## src/rtl/core/lar_pkg.sv

```systemverilog
// Shared types, widths and the restoring-divide step for the affected-region pipeline.
package lar_pkg;

  localparam int COORD_W         = 10;
  localparam int DIM_W           = 11;
  localparam int KER_W           = 4;
  localparam int STEP_W          = 4;
  localparam int PAD_W           = 3;
  localparam int OUT_W           = 11;
  localparam int DIV_W           = 12;
  localparam int REM_W           = STEP_W;
  localparam int LANES           = 6;
  localparam int DIV_STAGES      = 4;
  localparam int STEPS_PER_STAGE = DIV_W / DIV_STAGES;

  localparam int LANE_ROW_SPAN = 0;
  localparam int LANE_ROW_LO   = 1;
  localparam int LANE_ROW_HI   = 2;
  localparam int LANE_COL_SPAN = 3;
  localparam int LANE_COL_LO   = 4;
  localparam int LANE_COL_HI   = 5;

  localparam logic KIND_CONV = 1'b0;
  localparam logic KIND_POOL = 1'b1;

  typedef struct packed {
    logic               layer_kind;
    logic [KER_W-1:0]   kernel_size;
    logic [STEP_W-1:0]  step_size;
    logic [PAD_W-1:0]   pad_size;
    logic [DIM_W-1:0]   map_height;
    logic [DIM_W-1:0]   map_width;
    logic [COORD_W-1:0] row_first;
    logic [COORD_W-1:0] row_last;
    logic [COORD_W-1:0] col_first;
    logic [COORD_W-1:0] col_last;
  } in_t;

  // work holds the dividend on entry and the quotient after DIV_W steps
  typedef struct packed {
    logic [REM_W-1:0] rem;
    logic [DIV_W-1:0] work;
  } lane_t;

  typedef struct packed {
    logic err;
    logic row_empty;
    logic col_empty;
  } side_t;

  typedef struct packed {
    lane_t [LANES-1:0] lane;
    logic [STEP_W-1:0] divisor;
    side_t             side;
  } div_t;

  typedef struct packed {
    logic [OUT_W-1:0] row_first;
    logic [OUT_W-1:0] row_last;
    logic [OUT_W-1:0] col_first;
    logic [OUT_W-1:0] col_last;
    logic [OUT_W-1:0] height;
    logic [OUT_W-1:0] width;
    logic             err;
  } res_t;

  // One restoring step: shift in the next dividend bit, subtract if it fits.
  function automatic lane_t div_step(lane_t l, logic [STEP_W-1:0] d);
    logic [REM_W:0] trial;
    lane_t          r;
    trial  = {l.rem, l.work[DIV_W-1]};
    r.work = {l.work[DIV_W-2:0], 1'b0};
    if (trial >= {1'b0, d}) begin
      r.rem     = REM_W'(trial - {1'b0, d});
      r.work[0] = 1'b1;
    end else begin
      r.rem = trial[REM_W-1:0];
    end
    return r;
  endfunction

endpackage

```

## src/rtl/core/layer_affected_region.sv

```systemverilog
// Top level of the layer affected-region pipeline.
//
// For one layer of a sliding-window network (convolution or average pooling)
// each input beat gives kernel, stride, padding, input map size and a changed
// input rectangle; each output beat gives the output map size and the
// rectangle of outputs the change reaches. Per dimension the block computes
// n = (size + 2*pad - kernel) / stride + 1, first = max(0, ceil((start + pad -
// kernel + 1) / stride)) and last = min(n - 1, floor((end + pad) / stride)),
// all with exact integer division. A convolution whose changed interval is
// inverted gives first = 1, last = 0 in that dimension; pooling applies the
// formulas as they stand, so last may fall below first. A zero stride or a
// kernel larger than the padded map sets geometry_error and zeros every other
// field. Output sizes saturate at min(2*MAX_DIM - 1, 2047). The pipeline is
// six register stages deep: an entry stage forming the dividends, four
// stages of a shared-divisor restoring divider (three quotient bits per stage,
// six lanes in parallel), and an output stage doing the clamps. It accepts one
// beat per clock while the output side is not stalled. Every stage holds its
// own valid bit and moves independently, so while the output is stalled the
// input keeps being taken until all six stages are full. There is no state
// between items and no configuration; reset only clears the valid bits.
module layer_affected_region #(
  parameter int MAX_DIM = 1024
) (
  input  logic        clk,
  input  logic        rst,
  input  logic        s_tvalid,
  output logic        s_tready,
  // kernel_size[3:0], step_size[7:4], pad_size[10:8], map_height[21:11],
  // map_width[32:22], row_first[42:33], row_last[52:43], col_first[62:53],
  // col_last[72:63], zero[79:73]
  input  logic [79:0] s_tdata,
  // layer_kind[0]
  input  logic        s_tuser,
  output logic        m_tvalid,
  input  logic        m_tready,
  // out_row_first[10:0], out_row_last[21:11], out_col_first[32:22],
  // out_col_last[43:33], result_height[54:44], result_width[65:55], zero[71:66]
  output logic [71:0] m_tdata,
  // geometry_error[0]
  output logic        m_tuser
);

  localparam int SIZE_CAP = (2 * MAX_DIM - 1 > 2 ** lar_pkg::OUT_W - 1)
                          ? 2 ** lar_pkg::OUT_W - 1 : 2 * MAX_DIM - 1;

  lar_pkg::in_t  in_item;
  lar_pkg::res_t res;
  lar_pkg::div_t div_data  [lar_pkg::DIV_STAGES+1];
  logic          div_valid [lar_pkg::DIV_STAGES+1];
  logic          div_ready [lar_pkg::DIV_STAGES+1];

  // unpack the input beat
  always_comb begin
    in_item.layer_kind  = s_tuser;
    in_item.kernel_size = s_tdata[3:0];
    in_item.step_size   = s_tdata[7:4];
    in_item.pad_size    = s_tdata[10:8];
    in_item.map_height  = s_tdata[21:11];
    in_item.map_width   = s_tdata[32:22];
    in_item.row_first   = s_tdata[42:33];
    in_item.row_last    = s_tdata[52:43];
    in_item.col_first   = s_tdata[62:53];
    in_item.col_last    = s_tdata[72:63];
  end

  lar_prep u_prep (
    .clk       (clk),
    .rst       (rst),
    .in_valid  (s_tvalid),
    .in_ready  (s_tready),
    .in_data   (in_item),
    .out_valid (div_valid[0]),
    .out_ready (div_ready[0]),
    .out_data  (div_data[0])
  );

  // advance the quotient three bits per stage
  for (genvar g = 0; g < lar_pkg::DIV_STAGES; g++) begin : g_div
    lar_div_stage #(
      .STEPS (lar_pkg::STEPS_PER_STAGE)
    ) u_div (
      .clk       (clk),
      .rst       (rst),
      .in_valid  (div_valid[g]),
      .in_ready  (div_ready[g]),
      .in_data   (div_data[g]),
      .out_valid (div_valid[g+1]),
      .out_ready (div_ready[g+1]),
      .out_data  (div_data[g+1])
    );
  end

  lar_post #(
    .SIZE_CAP (SIZE_CAP)
  ) u_post (
    .clk       (clk),
    .rst       (rst),
    .in_valid  (div_valid[lar_pkg::DIV_STAGES]),
    .in_ready  (div_ready[lar_pkg::DIV_STAGES]),
    .in_data   (div_data[lar_pkg::DIV_STAGES]),
    .out_valid (m_tvalid),
    .out_ready (m_tready),
    .out_data  (res)
  );

  // pack the result beat
  assign m_tdata = {6'd0, res.width, res.height, res.col_last, res.col_first,
                    res.row_last, res.row_first};
  assign m_tuser = res.err;

`ifndef SYNTHESIS
  logic all_full;
  assign all_full = div_valid[0] && div_valid[1] && div_valid[2] && div_valid[3]
                  && div_valid[4] && m_tvalid;

  // an error result carries nothing but the flag
  a_err_zero: assert property (@(posedge clk) disable iff (rst)
    m_tvalid && m_tuser |-> m_tdata == '0)
    else $error("error result with nonzero payload");

  // a valid geometry always has at least one output row and column
  a_size_nonzero: assert property (@(posedge clk) disable iff (rst)
    m_tvalid && !m_tuser |-> m_tdata[54:44] != '0 && m_tdata[65:55] != '0)
    else $error("zero output size without error");

  // with every stage full and the output stalled, input must be held off
  a_full_stall: assert property (@(posedge clk) disable iff (rst)
    all_full && !m_tready |-> !s_tready)
    else $error("input taken into a full stalled pipeline");

  // the entry stage flags a zero stride as an error
  a_zero_stride: assert property (@(posedge clk) disable iff (rst)
    div_valid[0] && div_data[0].divisor == '0 |-> div_data[0].side.err)
    else $error("zero stride not flagged");
`endif

endmodule

```

## src/rtl/core/lar_prep.sv

```systemverilog
// Entry stage: forms the six dividends, the empty-interval flags and the error flag.
module lar_prep (
  input  logic                clk,
  input  logic                rst,
  input  logic                in_valid,
  output logic                in_ready,
  input  lar_pkg::in_t        in_data,
  output logic                out_valid,
  input  logic                out_ready,
  output lar_pkg::div_t       out_data
);

  logic [lar_pkg::DIV_W:0]   row_span;
  logic [lar_pkg::DIV_W:0]   col_span;
  logic [lar_pkg::DIM_W-1:0] row_sp;
  logic [lar_pkg::DIM_W-1:0] col_sp;
  lar_pkg::div_t             nxt;

  always_comb begin
    row_span = (lar_pkg::DIV_W+1)'(in_data.map_height)
             + (lar_pkg::DIV_W+1)'({in_data.pad_size, 1'b0})
             - (lar_pkg::DIV_W+1)'(in_data.kernel_size);
    col_span = (lar_pkg::DIV_W+1)'(in_data.map_width)
             + (lar_pkg::DIV_W+1)'({in_data.pad_size, 1'b0})
             - (lar_pkg::DIV_W+1)'(in_data.kernel_size);
    row_sp = lar_pkg::DIM_W'(in_data.row_first) + lar_pkg::DIM_W'(in_data.pad_size);
    col_sp = lar_pkg::DIM_W'(in_data.col_first) + lar_pkg::DIM_W'(in_data.pad_size);

    nxt = '0;
    nxt.divisor = in_data.step_size;
    nxt.lane[lar_pkg::LANE_ROW_SPAN].work = row_span[lar_pkg::DIV_W-1:0];
    nxt.lane[lar_pkg::LANE_COL_SPAN].work = col_span[lar_pkg::DIV_W-1:0];
    // ceiling of a positive numerator; a numerator at or below zero clamps to 0
    if (row_sp >= lar_pkg::DIM_W'(in_data.kernel_size)) begin
      nxt.lane[lar_pkg::LANE_ROW_LO].work = lar_pkg::DIV_W'(row_sp)
        + lar_pkg::DIV_W'(in_data.step_size) - lar_pkg::DIV_W'(in_data.kernel_size);
    end
    if (col_sp >= lar_pkg::DIM_W'(in_data.kernel_size)) begin
      nxt.lane[lar_pkg::LANE_COL_LO].work = lar_pkg::DIV_W'(col_sp)
        + lar_pkg::DIV_W'(in_data.step_size) - lar_pkg::DIV_W'(in_data.kernel_size);
    end
    nxt.lane[lar_pkg::LANE_ROW_HI].work = lar_pkg::DIV_W'(in_data.row_last)
                                        + lar_pkg::DIV_W'(in_data.pad_size);
    nxt.lane[lar_pkg::LANE_COL_HI].work = lar_pkg::DIV_W'(in_data.col_last)
                                        + lar_pkg::DIV_W'(in_data.pad_size);
    nxt.side.err = (in_data.step_size == '0) || row_span[lar_pkg::DIV_W]
                 || col_span[lar_pkg::DIV_W];
    nxt.side.row_empty = (in_data.layer_kind == lar_pkg::KIND_CONV)
                       && (in_data.row_last < in_data.row_first);
    nxt.side.col_empty = (in_data.layer_kind == lar_pkg::KIND_CONV)
                       && (in_data.col_last < in_data.col_first);
  end

  assign in_ready = !out_valid || out_ready;

  always_ff @(posedge clk) begin
    if (rst) begin
      out_valid <= 1'b0;
    end else if (in_ready) begin
      out_valid <= in_valid;
    end
  end

  always_ff @(posedge clk) begin
    if (in_ready && in_valid) begin
      out_data <= nxt;
    end
  end

endmodule

```

## src/rtl/core/lar_div_stage.sv

```systemverilog
// One divider stage: STEPS restoring steps on all six lanes, then a register.
module lar_div_stage #(
  parameter int STEPS = 3
) (
  input  logic          clk,
  input  logic          rst,
  input  logic          in_valid,
  output logic          in_ready,
  input  lar_pkg::div_t in_data,
  output logic          out_valid,
  input  logic          out_ready,
  output lar_pkg::div_t out_data
);

  lar_pkg::div_t nxt;

  always_comb begin
    nxt = in_data;
    for (int i = 0; i < lar_pkg::LANES; i++) begin
      for (int j = 0; j < STEPS; j++) begin
        nxt.lane[i] = lar_pkg::div_step(nxt.lane[i], in_data.divisor);
      end
    end
  end

  assign in_ready = !out_valid || out_ready;

  always_ff @(posedge clk) begin
    if (rst) begin
      out_valid <= 1'b0;
    end else if (in_ready) begin
      out_valid <= in_valid;
    end
  end

  always_ff @(posedge clk) begin
    if (in_ready && in_valid) begin
      out_data <= nxt;
    end
  end

endmodule

```

## src/rtl/core/lar_post.sv

```systemverilog
// Output stage: clamps quotients into the region, caps the map size, applies the error rule.
module lar_post #(
  parameter int SIZE_CAP = 2047
) (
  input  logic          clk,
  input  logic          rst,
  input  logic          in_valid,
  output logic          in_ready,
  input  lar_pkg::div_t in_data,
  output logic          out_valid,
  input  logic          out_ready,
  output lar_pkg::res_t out_data
);

  localparam logic [lar_pkg::DIV_W:0] CapWide = (lar_pkg::DIV_W+1)'(SIZE_CAP);

  logic [lar_pkg::DIV_W-1:0] rq_span, rq_lo, rq_hi, cq_span, cq_lo, cq_hi;
  logic [lar_pkg::DIV_W:0]   row_n, col_n;
  lar_pkg::res_t             nxt;

  always_comb begin
    rq_span = in_data.lane[lar_pkg::LANE_ROW_SPAN].work;
    rq_lo   = in_data.lane[lar_pkg::LANE_ROW_LO].work;
    rq_hi   = in_data.lane[lar_pkg::LANE_ROW_HI].work;
    cq_span = in_data.lane[lar_pkg::LANE_COL_SPAN].work;
    cq_lo   = in_data.lane[lar_pkg::LANE_COL_LO].work;
    cq_hi   = in_data.lane[lar_pkg::LANE_COL_HI].work;
    row_n   = (lar_pkg::DIV_W+1)'(rq_span) + 1'b1;
    col_n   = (lar_pkg::DIV_W+1)'(cq_span) + 1'b1;

    nxt = '0;
    if (in_data.side.err) begin
      nxt.err = 1'b1;
    end else begin
      nxt.height = (row_n > CapWide) ? lar_pkg::OUT_W'(SIZE_CAP) : lar_pkg::OUT_W'(row_n);
      nxt.width  = (col_n > CapWide) ? lar_pkg::OUT_W'(SIZE_CAP) : lar_pkg::OUT_W'(col_n);
      if (in_data.side.row_empty) begin
        nxt.row_first = lar_pkg::OUT_W'(1);
      end else begin
        nxt.row_first = lar_pkg::OUT_W'(rq_lo);
        nxt.row_last  = (rq_hi > rq_span) ? lar_pkg::OUT_W'(rq_span) : lar_pkg::OUT_W'(rq_hi);
      end
      if (in_data.side.col_empty) begin
        nxt.col_first = lar_pkg::OUT_W'(1);
      end else begin
        nxt.col_first = lar_pkg::OUT_W'(cq_lo);
        nxt.col_last  = (cq_hi > cq_span) ? lar_pkg::OUT_W'(cq_span) : lar_pkg::OUT_W'(cq_hi);
      end
    end
  end

  assign in_ready = !out_valid || out_ready;

  always_ff @(posedge clk) begin
    if (rst) begin
      out_valid <= 1'b0;
    end else if (in_ready) begin
      out_valid <= in_valid;
    end
  end

  always_ff @(posedge clk) begin
    if (in_ready && in_valid) begin
      out_data <= nxt;
    end
  end

endmodule

```

## config.mk

```make
export PLATFORM = sky130hd
export DESIGN_NAME = layer_affected_region
export DESIGN_NICKNAME = d
export VERILOG_FILES = /design/src/rtl/core/lar_pkg.sv /design/src/rtl/core/layer_affected_region.sv /design/src/rtl/core/lar_prep.sv /design/src/rtl/core/lar_div_stage.sv /design/src/rtl/core/lar_post.sv
export SDC_FILE = /design/constraint.sdc
export NUM_CORES = 1
export LEC_CHECK = 0
export BUFFER_PORTS_ARGS = -buffer_cell sky130_fd_sc_hd__buf_2
export CORE_ASPECT_RATIO = 0.75
export CORE_UTILIZATION = 45
export DETAILED_ROUTE_END_ITERATION = 16
export SYNTH_ARGS = -nofsm -noshare
export SYNTH_HDL_FRONTEND = slang
export SYNTH_SLANG_ARGS = --single-unit
```

## constraint.sdc

```tcl
create_clock -name clk -period 25.1 [get_ports clk]
set_input_delay 1.255 -clock clk [delete_from_list [all_inputs] [get_ports clk]]
set_output_delay 1.255 -clock clk [all_outputs]
set_load 0.005 [all_outputs]
```

==> results.json <==
{
  "clk_transition_reported_paths_ps": 60,
  "tns_ps": 0,
  "hp-class": "register to register",
  "hold_viol": 0,
  "avgSynthCellArea_sq_um": 11.52,
  "root_buffer": "clkbuf_16",
  "coreArea_sq_mm": 0.07555,
  "hpwlAfterDp_um": 62500,
  "synth.ff_latch_count": 522,
  "slew_violations": 0,
  "synth_warnings": 0,
  "yosysSeqAreaShare": 0.4522,
  "worstPathArrival_ps": 7390,
  "ys_types": 88,
  "worst_pin_slew_ps": 1326,
  "clk_path_buf_depth": 3,
  "ys.flop_type": "edfxtp_1",
  "initial_utilization": 0.4571,
  "crit_required_ps": 25460,
  "fin_worst_skew_ps": 24.90,
  "grt_pass1_vias": 23350,
  "die_h_um": 241.9,
  "multi_input_area_sq_mm": 0.01753,
  "first_pass_iters": 8,
  "grt_use_total": 0.2085,
  "fillers": 6697,
  "port_buffers": 146,
  "netlist_area_sq_mm": 0.03453,
  "syn_to_final_growth_pct": 11.43,
  "vias": 23340,
  "setup_violations": 0,
  "drive_above_1_share": 0.1292,
  "clk_latency_ps": 610,
  "rows": 87,
  "seqCellArea_sq_mm": 0.01562,
  "leakagePower_nw": 15.70,
  "avgRoutedWirePerCell_um": 19.09,
  "cts_hold_buf": 0,
  "cts_setup_buffers": 0,
  "die-area_sq_mm": 0.07786,
  "grt_max_degree": 77,
  "power_mw": 2.615,
  "antenna_left": 0,
  "htree_levels": 2,
  "place.gp.congestion": 0.8800,
  "diodes": 0,
  "fp.dieW_um": 321.9,
  "rsz0062_at_grt": "no",
  "power.density_mw_per_mm2": 67.96,
  "drc": 0,
  "synth_edf_count": 516,
  "fin_crit_ps": 7030,
  "syn_inst": 2997,
  "mostFrequentLayoutCell": "edfxtp_1",
  "cts_tree": "built",
  "cts_num_sinks": 522,
  "ioPinCount": 160,
  "start_kind": "register",
  "fin_nets": 3734,
  "maxCapViolCount": 0,
  "drtIter0Drc": 1544,
  "layout_common_cells": "516 x edfxtp_1, 388 x ha_1, 341 x inv_1, 161 x nor2_1, 146 x buf_2",
  "slew_headroom": 0.1158,
  "viasPerCell": 5.491,
  "finalWirelength_um": 81150,
  "worst-path-max-fanout": 25,
  "final.period_utilization": 0.2801,
  "synthArstFlopShare": 0,
  "grt.overflow.total": 0,
  "critPathKind": "register to register",
  "fmax_mhz": 142.2,
  "cts.repair.resized": 0,
  "antenna_found_initial": 7,
  "critPathCaptureType": "register",
  "vdd_ir_drop_max_v": 0.00004540,
  "grt_first_pass_wirelength_um": 127900,
  "outcome": "complete, no violations",
  "cts_buffers": 54
}
registers in the layout, indices dropped and copies added, names as in the netlist:
signal,cells
g_div.u_div.out_data,372
u_post.out_data,67
g_div.u_div.out_valid,4
u_post.out_valid,1
u_prep.out_data,77
u_prep.out_valid,1
Yosys cell counts (22+ instances only):
library cell	n	area, sq um
nand2_1	93	349.1
a21o_1	83	623.1
fa_1	76	1521
or4_1	22	165.2
mux2_2	91	1025
or2_2	25	156.4
nand2b_1	41	256.5
nor2_1	163	611.8
nand3_1	69	345.3
ha_1	388	4855
xor2_1	60	525.5
nand4_1	25	156.4
xnor2_1	114	998.5
inv_1	341	1280
and3_1	35	219.0
a32oi_1	23	201.4
edfxtp_1	516	15490
and2_1	45	281.5
nor3_1	57	285.3
o21a_1	23	172.7
clkbuf_1	36	135.1
a21oi_1	120	600.6
o21ai_0	122	610.6
mux2i_1	73	730.7
nor2b_1	66	412.9
a211oi_1	36	270.3
critical path, stage by stage, from the launching register on:
cell,delay [ps]
edfxtp_1,840
inv_1,350
buf_4,370
ha_1,260
or2_2,290
o221a_2,270
nor2_1,210
mux2_2,410
inv_1,80
ha_1,240
a21o_1,200
a22o_1,210
nor3_1,540
mux2i_1,520
ha_1,350
a21o_1,190
a21o_1,190
a21o_1,180
a211oi_1,500
inv_1,220
mux2_2,320
layer usage:
layer  vias up  global-route usage  routed length [um]
li1      11430                   -                   -
met1     11180              0.3152               40410
met2       602              0.3145               34510
met3       134             0.02500                4423
met4         0             0.05574                1808
met5         -                   0                   0
path summary, 6_finish.rpt:
| path | endpoint | depth (start not counted) | start | slack (ps) |
|---|---|---|---|---|
| worst max-delay path | g_div[2].u_div.out_data[22]$_DFFE_PP_ | 20 | g_div[1].u_div.out_data[4]$_DFFE_PP_ | 18070 |
| worst min-delay path | g_div[2].u_div.out_data[45]$_DFFE_PP_ | 0 | g_div[1].u_div.out_data[42]$_DFFE_PP_ | 410 |
| worst max register to register | g_div[2].u_div.out_data[22]$_DFFE_PP_ | 20 | g_div[1].u_div.out_data[4]$_DFFE_PP_ | 18070 |
| worst min register to register | g_div[2].u_div.out_data[45]$_DFFE_PP_ | 0 | g_div[1].u_div.out_data[42]$_DFFE_PP_ | 410 |
kinds of logic (layout without fill, tap and decap cells):
group / after synthesis / after routing / share of synthesized area
flip-flops: 522 / 522 / 0.4522
multiplexers: 165 / 165 / 0.05127
adder cells (fa/ha/maj): 464 / 464 / 0.1847
buffers and inverters: 389 / 614 / 0.04298
XOR/XNOR: 174 / 174 / 0.04414
AO/OA/AOI/OAI: 559 / 559 / 0.1127
other: 1 / 7 / 0.0001086
AND/OR/NAND/NOR: 723 / 723 / 0.1119
power breakdown:
| group | switching, mW | internal [mW] | total, mW |
|---|---|---|---|
| clock | 0.348 | 0.490 | 0.838 |
| sequential | 0.0241 | 1.05 | 1.07 |
| combinational | 0.387 | 0.320 | 0.707 |
| total | 0.759 | 1.86 | 2.61 |
final cells by class:
class,instances,area share
clock buffer,60,0.03571
clock inverter,39,0.01229
inverter,345,0.03366
multi-input combinational,2092,0.4555
sequential,522,0.4059
tap,1023,0.03327
timing repair buffer,170,0.02367
per-stage QoR:
step / hold WS (ps) / setup slack, ps / instances / cell area, sq um / utilization
5_1_grt: 419.8 / 17700 / 4251 / 38470 / 0.5093
3_5_place_dp: 404.5 / 18100 / 4152 / 36620 / 0.4848
6_report: 413.6 / 18070 / 4251 / 38470 / 0.5093
2_1_floorplan: 400.3 / 15330 / 3003 / 34550 / -
3_3_place_gp: 402.1 / 18360 / 4152 / 36620 / 0.4848
4_1_cts: 416.4 / 18080 / 4251 / 38470 / 0.5092
No activity file was read; power rests on OpenSTA's default activity.
